### src/sv/ilt_pkg.sv
// Shared types and constants for the indexed list table.
// Holds request, status and sequencer codes; used by the top level and its checker.
`timescale 1ns / 1ps

package ilt_pkg;

  localparam int ILT_DEPTH = 64;
  localparam int REQ_W     = 3;
  localparam int POS_W     = 7;
  localparam int VAL_W     = 32;
  localparam int CNT_W     = 7;
  localparam int ST_W      = 2;

  typedef enum logic [REQ_W-1:0] {
    REQ_APPEND    = 3'd0,
    REQ_INSERT    = 3'd1,
    REQ_OVERWRITE = 3'd2,
    REQ_READ      = 3'd3,
    REQ_REMOVE    = 3'd4
  } req_t;

  typedef enum logic [ST_W-1:0] {
    ST_OK    = 2'd0,
    ST_RANGE = 2'd1,
    ST_FULL  = 2'd2
  } status_t;

  typedef enum logic [2:0] {
    S_IDLE,
    S_EXEC,
    S_SHIFT_RD,
    S_SHIFT_WR,
    S_PUT,
    S_READ_WAIT,
    S_FINISH
  } state_t;

endpackage

### src/sv/indexed_list_table.sv
// Indexed list table: ordered list of signed words in a single-port-write memory.
// Depends on ilt_pkg for request, status and sequencer codes.
`timescale 1ns / 1ps

// Ordered list of up to DEPTH signed 32-bit words with append, insert, overwrite,
// read and remove at an index; each request item returns one result item with the
// value read, the count after the request and a status. The block takes one request
// at a time. A request passes from S_IDLE through S_EXEC to S_FINISH for append,
// overwrite and any rejected request; an in-range read adds S_READ_WAIT, an insert
// that moves entries up adds an S_SHIFT_RD/S_SHIFT_WR pair per moved entry and S_PUT,
// and a remove that moves entries down adds one such pair per moved entry.
// The result register loads in S_FINISH, or later while the previous result is still
// stalled. The entry memory moves each entry with a read and then a write, which sets
// the cost of insert and remove. The result register frees the input side: a new
// request is taken while the previous result still waits to be taken.
// No clearing pass after reset; entries beyond the count are never read.
module indexed_list_table #(
  parameter int DEPTH = ilt_pkg::ILT_DEPTH
) (
  input  logic                              clk,
  input  logic                              rst,
  input  logic                              in_valid,
  output logic                              in_stall,
  input  logic [ilt_pkg::REQ_W-1:0]         req_type,
  input  logic [ilt_pkg::POS_W-1:0]         position,
  input  logic signed [ilt_pkg::VAL_W-1:0]  item_value,
  output logic                              out_valid,
  input  logic                              out_stall,
  output logic signed [ilt_pkg::VAL_W-1:0]  read_value,
  output logic [ilt_pkg::CNT_W-1:0]         entry_count,
  output logic [ilt_pkg::ST_W-1:0]          status
);
  import ilt_pkg::*;

  localparam int AW   = $clog2(DEPTH);
  localparam int CW   = $clog2(DEPTH + 1);
  localparam int CMPW = ((CW > POS_W) ? CW : POS_W) + 2;

  state_t state, state_next;

  logic [CW-1:0]           count, count_next;
  logic [AW-1:0]           cursor, cursor_next;
  req_t                    kind, kind_next;
  logic [POS_W-1:0]        pos, pos_next;
  logic signed [VAL_W-1:0] val, val_next;
  logic signed [VAL_W-1:0] res_value, res_value_next;
  status_t                 res_status, res_status_next;

  logic                    out_valid_next;
  logic signed [VAL_W-1:0] read_value_next;
  logic [CNT_W-1:0]        entry_count_next;
  logic [ST_W-1:0]         status_next;

  logic signed [VAL_W-1:0] mem [DEPTH];
  logic signed [VAL_W-1:0] rdata;
  logic                    mem_we;
  logic [AW-1:0]           mem_waddr;
  logic [AW-1:0]           mem_raddr;
  logic signed [VAL_W-1:0] mem_wdata;

  logic [CMPW-1:0]         pos_ext;
  logic [CMPW-1:0]         cnt_ext;
  logic                    is_full;

  assign pos_ext  = CMPW'(pos);
  assign cnt_ext  = CMPW'(count);
  assign is_full  = cnt_ext >= CMPW'(DEPTH);
  assign in_stall = (state != S_IDLE);

  always_ff @(posedge clk) begin
    if (rst) begin
      state <= S_IDLE;
    end else begin
      state <= state_next;
    end
  end

  always_ff @(posedge clk) begin
    if (rst) begin
      count     <= '0;
      out_valid <= 1'b0;
    end else begin
      count     <= count_next;
      out_valid <= out_valid_next;
    end
  end

  always_ff @(posedge clk) begin
    cursor      <= cursor_next;
    kind        <= kind_next;
    pos         <= pos_next;
    val         <= val_next;
    res_value   <= res_value_next;
    res_status  <= res_status_next;
    read_value  <= read_value_next;
    entry_count <= entry_count_next;
    status      <= status_next;
  end

  always_ff @(posedge clk) begin
    if (mem_we) begin
      mem[mem_waddr] <= mem_wdata;
    end
    rdata <= mem[mem_raddr];
  end

  always_comb begin
    state_next       = state;
    count_next       = count;
    cursor_next      = cursor;
    kind_next        = kind;
    pos_next         = pos;
    val_next         = val;
    res_value_next   = res_value;
    res_status_next  = res_status;
    out_valid_next   = out_valid && out_stall;
    read_value_next  = read_value;
    entry_count_next = entry_count;
    status_next      = status;
    mem_we           = 1'b0;
    mem_waddr        = cursor;
    mem_wdata        = val;
    mem_raddr        = cursor;

    unique case (state)
      S_IDLE: begin
        if (in_valid) begin
          kind_next  = req_t'(req_type);
          pos_next   = position;
          val_next   = item_value;
          state_next = S_EXEC;
        end
      end
      S_EXEC: begin
        res_value_next  = '0;
        res_status_next = ST_OK;
        state_next      = S_FINISH;
        case (kind)
          REQ_APPEND: begin
            if (is_full) begin
              res_status_next = ST_FULL;
            end else begin
              mem_we     = 1'b1;
              mem_waddr  = AW'(count);
              count_next = count + CW'(1);
            end
          end
          REQ_INSERT: begin
            if (pos_ext > cnt_ext) begin
              res_status_next = ST_RANGE;
            end else if (is_full) begin
              res_status_next = ST_FULL;
            end else if (pos_ext == cnt_ext) begin
              mem_we     = 1'b1;
              mem_waddr  = AW'(pos);
              count_next = count + CW'(1);
            end else begin
              cursor_next = AW'(count);
              state_next  = S_SHIFT_RD;
            end
          end
          REQ_OVERWRITE: begin
            if (pos_ext >= cnt_ext) begin
              res_status_next = ST_RANGE;
            end else begin
              mem_we    = 1'b1;
              mem_waddr = AW'(pos);
            end
          end
          REQ_READ: begin
            if (pos_ext >= cnt_ext) begin
              res_status_next = ST_RANGE;
              res_value_next  = '1;
            end else begin
              mem_raddr  = AW'(pos);
              state_next = S_READ_WAIT;
            end
          end
          REQ_REMOVE: begin
            if (pos_ext >= cnt_ext) begin
              res_status_next = ST_RANGE;
            end else if (pos_ext + CMPW'(1) < cnt_ext) begin
              cursor_next = AW'(pos);
              state_next  = S_SHIFT_RD;
            end else begin
              count_next = count - CW'(1);
            end
          end
          default: ;
        endcase
      end
      S_SHIFT_RD: begin
        mem_raddr  = (kind == REQ_INSERT) ? (cursor - AW'(1)) : (cursor + AW'(1));
        state_next = S_SHIFT_WR;
      end
      S_SHIFT_WR: begin
        mem_we    = 1'b1;
        mem_waddr = cursor;
        mem_wdata = rdata;
        if (kind == REQ_INSERT) begin
          cursor_next = cursor - AW'(1);
          state_next  = ((cursor - AW'(1)) == AW'(pos)) ? S_PUT : S_SHIFT_RD;
        end else if (CMPW'(cursor) + CMPW'(2) < cnt_ext) begin
          cursor_next = cursor + AW'(1);
          state_next  = S_SHIFT_RD;
        end else begin
          count_next = count - CW'(1);
          state_next = S_FINISH;
        end
      end
      S_PUT: begin
        mem_we     = 1'b1;
        mem_waddr  = AW'(pos);
        count_next = count + CW'(1);
        state_next = S_FINISH;
      end
      S_READ_WAIT: begin
        res_value_next = rdata;
        state_next     = S_FINISH;
      end
      S_FINISH: begin
        if (!out_valid || !out_stall) begin
          out_valid_next   = 1'b1;
          read_value_next  = res_value;
          entry_count_next = CNT_W'(count);
          status_next      = res_status;
          state_next       = S_IDLE;
        end
      end
      default: state_next = S_IDLE;
    endcase
  end

endmodule

### config.mk
export PLATFORM = sky130hd
export DESIGN_NAME = indexed_list_table
export DESIGN_NICKNAME = d
export VERILOG_FILES = /design/src/sv/ilt_pkg.sv /design/src/sv/indexed_list_table.sv
export SDC_FILE = /design/constraint.sdc
export NUM_CORES = 2
export LEC_CHECK = 0
export ABC_AREA = 1
export ABC_CLOCK_PERIOD_IN_PS = 11200
export BUFFER_PORTS_ARGS = -buffer_cell sky130_fd_sc_hd__buf_2
export CORE_MARGIN = 1
export CORE_UTILIZATION = 30
export CTS_BUF_LIST = sky130_fd_sc_hd__clkbuf_16
export DETAILED_ROUTE_END_ITERATION = 12
export GPL_TIMING_DRIVEN = 0
export PLACE_DENSITY = 0.42
export SYNTH_ARGS = -nofsm -noshare
export SYNTH_HDL_FRONTEND = slang
export SYNTH_SLANG_ARGS = --single-unit
### constraint.sdc
create_clock -name clk -period 11.2 [get_ports clk]
set_clock_uncertainty 0.2 [all_clocks]
set_input_delay 0.56 -clock clk [delete_from_list [all_inputs] [get_ports clk]]
set_output_delay 0.56 -clock clk [all_outputs]
set_load 0.005 [all_outputs]
* Word-level counts from Yosys, hierarchy flattened
Memories as Yosys holds them, arrays and structs flattened. A register that Yosys moved wholly into a read port is not among the register bits. Cells that the tools add are included.
Storage, ports and cells: register bits after elaboration 134, memory bits (writable) 2048, input port bits 46, output and inout port bits 43, logic and storage cells 130, memories 1
Cells by class: $add $sub $neg 6, $lt $le $gt $ge 5, equal/unequal tests 27, mux-type cells 61, reduce and logical (&&, ||, !) cells 18
Memories:
- mem | words 64, width 32, read ports 1, clocked after Yosys merged registers in 1, wr ports 1, line indexed_list_table.sv:54 | logic signed [VAL_W-1:0] mem [DEPTH];
Operators with widths (count):
- 32-bit 2-to-1 mux | 3
- 6-bit 2-to-1 mux | 14
- 32-bit one-hot mux with 2 select lines | 1
- 7-bit 2-to-1 mux | 8
- 6-bit one-hot mux with 2 select lines | 4
- 7-bit one-hot mux with 3 select lines | 2
- 3-bit 2-to-1 mux | 10
- 3-bit inequality test, second input constant | 10
- 3-bit one-hot mux with 6 select lines | 1
- 6-bit one-hot mux with 3 select lines | 1
- 3-bit by 2-bit == test with 1-bit output, second input constant | 4
- 3-bit == test, second input constant | 4
- 1-bit 2-to-1 mux | 10
- 10-bit AND reduction | 1
- 3-bit one-hot mux with 3 select lines | 1
- 7-bit by 1-bit adder with 8-bit output, second input constant | 1
- 8-bit by 7-bit less-than comparator with 1-bit output | 1
- 2-bit inequality test, second input constant | 4
- 8-bit AND reduction | 1
- 6-bit by 2-bit adder with 7-bit output, second input constant | 1
- 7-bit by 1-bit adder with 7-bit output, second input constant | 1
- 7-bit == test | 1
- 7-bit >= comparator | 1
- 7-bit >= comparator, second input constant | 1
- 21 further kinds | 31

* Longest topological paths before layout
depth after elaboration 8, mapped depth 21, mapped depth without buffers 17

* Worst setup path before layout
Ideal clock, no wire load.
kind flip-flop to flip-flop, start point reg count[6], end point mem mem[14][0], enable pin, setup time 421 ps, arrival time 4188 ps, required time 10579 ps, path slack 6391 ps, cell stages (with the launch flop) 21, buffers on the path 3, clock period less this slack 4809 ps, cell sequence dfxtp_1 -> clkbuf_1 -> inv_1 -> clkbuf_1 -> ha_1 -> nand2_1 -> inv_2 -> a21oi_4 -> nand3_4 -> buf_4 -> nand2_1 -> o21ai_1 -> nand2_1 -> nand3_1 -> o21ai_0 -> nand2_1 -> nor2_1 -> inv_1 -> nor2_1 -> nand2_1 -> nor2_1
Between the ends: word-level cells in the longest chain between the ends 8, elaborated cells between the ends (all ways) 20, those cells by class order compare (3); eq/ne (1); mux (16)
RTL lines:
- from (decl) | line indexed_list_table.sv:41 | logic [CW-1:0] count, count_next;
- from (signal assigned) | line indexed_list_table.sv:83 | count <= count_next;
- branches (longest 8 deep; another with 7-bit >= comparator)
- to (decl) | line indexed_list_table.sv:54
Parallel ways; which one is timed is not known.

* Final worst setup path
start point reg count[6], end point mem mem[55][2], enable pin
The elaborated chain is that of the path after synthesis.

==> out/metrics.cfg <==
[placed_design]
place_area_sq_um=108000
port_buffers=88
dp_slack_ns=4.09
place.gp.congestion=1.00
dp_hpwl_mm=319
dp_cells=13300

[clock_tree]
clock_tree.root_cell=clkbuf_16
clk_latency_ns=0.90
clockBufferDepth=4
htree_num_levels=5
numCtsBuffers=264
postCtsHoldBufs=45
cts_tree=done
clkTransAtPathRegs_ns=0.06
cts_setup_buffers=0
cts_sinks=2214
post_cts_resized=0

[global_route]
grt_pass1_vias=66000
antenna_found_initial=47
grt_pass1_wl_mm=576
grt_start_max_net_pins=35
grt_overflow_total=0
gr-usage-all-layers=0.259

[floorplan]
initial_core_util=0.303
io_pins=89
dieArea_sq_um=327000
coreArea_sq_um=322000
num_rows=208
die_w_um=572
dieHeight_um=572

[sta]
drv_slew=0
max_freq_mhz=139
slew_headroom=0.00128
fin_ws_ns=4.02
tightest_slew_ns=1.48
rsz0062_at_grt=no
setup_viol_count_final=0
period_needed_ns=7.18
final.period_utilization=0.641
hold_viol=0
hold_ws_ns=0.194

[layout]
fin_nets=9393
drive_gt1_frac=0.115
fin_cells=13800
nFillCells=32000
stdcell_area_sq_um=116000
areaGrowthSynthToFinish_pct=19.3

[critical_path]
critPathMaxStageDelay_ns=1.17
path_max_fanout=15
path_cells=clkbuf_1 > inv_1 > clkbuf_1 > ha_1 > nand2_1 > nor2_2 > nand2_2 > nor2_2 > buf_2 > a221oi_1 > o21ai_0 > nand4_1 > nor2_4 > buf_16 > buf_12
path_buf_inv=6
required_ns=11.58
crit_family=simple AND/OR/NAND/NOR gates
cpMaxStageDelayCell=o21ai_0
cp-start-kind=register
cp-end-kind=register
path_class=reg -> reg
cp.arrival_ns=7.57

[synth]
postSynthAreaPerCell_sq_um=11.1
synth_compound_gate_area_share=0.0109
muxShareOfSynthArea=0.000115
ys_seq_area_frac=0.677
synth_simple_gate_area_share=0.229
synthAdderAreaFrac=0.00372
synthXorXnorAreaFrac=0.00198
syn_area_sq_um=97500
ys_warn_count=0
netlist_instances=8750
synth_top_flop_cell=edfxtp_1
synth-async-reset-ratio=0
syn_nets=8825
synth-seq-cells=2214
synth_top_family_by_area=simple AND/OR/NAND/NOR gates
synth_edf_count=2171
yosysUniqueCellTypes=48

[flow_run]
max-cap-violations=1

[routing]
drc_errors=0
drtAntennaViolNets=0
drt-initial-drc-count=9504
routed_wl_mm=431
wire_per_inst_um=31.2
routed_via_density=5.15
first_pass_iters=6
num_vias=71200

[pwr]
ir_worst_vdd_v=0.000152
power_density_nw_per_um2=319
p_leak_nw=44.7

[worst_hold_path]
worstHoldPathType=in -> reg

[status]
violations=max-capacitance violations
outcome=finished with violations

per-stage QoR:
stage	total power [mW]	utilization	TNS [ns]
after floorplan	18.8	-	0
after global placement	28.3	0.321	-3098.18
after detailed placement	28.6	0.335	0
after CTS	36.8	0.361	0
after global routing	38.1	0.361	0
final	37.2	0.361	0
synthesized netlist by cell type (2+ instances only):
library cell / number / area (sq um)
o211ai_1: 11 / 82.6
clkbuf_1: 158 / 593
nand3_1: 2233 / 11200
a21oi_1: 40 / 200
a21oi_2: 2 / 17.5
nand4_1: 8 / 50.1
buf_2: 347 / 1740
buf_6: 5 / 56.3
nand3b_1: 732 / 5500
nor2_2: 4 / 25.0
ha_1: 29 / 363
buf_1: 54 / 203
o2111ai_1: 6 / 52.6
nand2_2: 4 / 25.0
xor2_1: 16 / 140
inv_2: 13 / 48.8
a31oi_1: 4 / 25.0
nor2_1: 108 / 405
o21ai_1: 6 / 30.0
clkinv_1: 4 / 15.0
buf_4: 17 / 128
a21oi_4: 2 / 32.5
inv_1: 1262 / 4740
o22ai_1: 5 / 31.3
nand2_4: 2 / 22.5
dfxtp_1: 43 / 861
xnor2_1: 6 / 52.6
nor3_1: 12 / 60.1
edfxtp_1: 2171 / 65200
o21ai_0: 105 / 526
nand2_1: 1324 / 4970
layout make-up:
type / instances / area (sq um) / area share
diodes: 18 / 45.0 / 0.000387
multi-input cells: 4675 / 24800 / 0.213
clock inverters: 192 / 1300 / 0.0112
clock buffers: 269 / 6730 / 0.0579
repair buffers: 302 / 4510 / 0.0387
plain buffers: 581 / 2720 / 0.0234
inverters: 1280 / 4810 / 0.0413
well taps: 4305 / 5390 / 0.0463
flip-flops and latches: 2214 / 66100 / 0.568
metal layers:
metal	GRT usage	vias up	routed length, um
met1	0.371	36000	191000
met5	0	-	44
met2	0.383	3238	183000
li1	-	31400	-
met4	0.114	8	21700
met3	0.0429	603	35000
flip-flops by register name, summed over array words and instances, names as in the netlist, 7 cells and up:
name / cells
entry_count: 7
pos: 7
res_value: 32
count: 7
val: 32
mem: 2048
read_value: 32
rdata: 32
placed cells by master, fill, tap and decap left out, types with 17 or more instances in the layout:
cell type	synthesis	routed
nand3_1	2233	2233
clkbuf_16	0	269
nor2_4	1	67
nor2_1	108	42
clkinv_2	1	29
buf_4	17	17
buf_1	54	52
buf_16	0	31
o21ai_0	105	73
nand2_1	1324	1324
edfxtp_1	2171	2171
o21ai_4	0	32
buf_12	0	138
clkinv_1	4	57
dfxtp_1	43	43
dlygate4sd3_1	0	45
inv_1	1262	1334
diode_2	0	18
nand3b_1	732	732
buf_2	347	437
ha_1	29	29
clkbuf_1	158	157
a21oi_1	40	40
path summary, 6_finish.rpt:
| check | from | endpoint | slack (ns) | depth (start not counted) |
|---|---|---|---|---|
| setup / recovery | count[6] | mem[55][2] | 4.02 | 15 |
| hold / removal | item_value[14] | val[14] | 0.19 | 2 |
| setup reg to reg | count[6] | mem[55][2] | 4.02 | 15 |
| hold reg to reg | res_value[2] | read_value[2] | 0.22 | 0 |
cell families after synthesis:
family | count (synthesis)
compound gates | 189
xor+xnor | 22
fa+ha+maj | 29
buf+inv | 1861
flops | 2214
mux | 1
simple gates | 4434
report_power, final:
part           internal, mW  total [mW]  leakage, nW  switching (mW)
Clock                  4.62        8.21         4.18            3.60
Combinational          4.08        18.5         20.6            14.5
Sequential             10.3        10.4         19.9           0.139
Total                  19.0        37.2         44.7            18.2
Power figures use the tool's default switching activity.
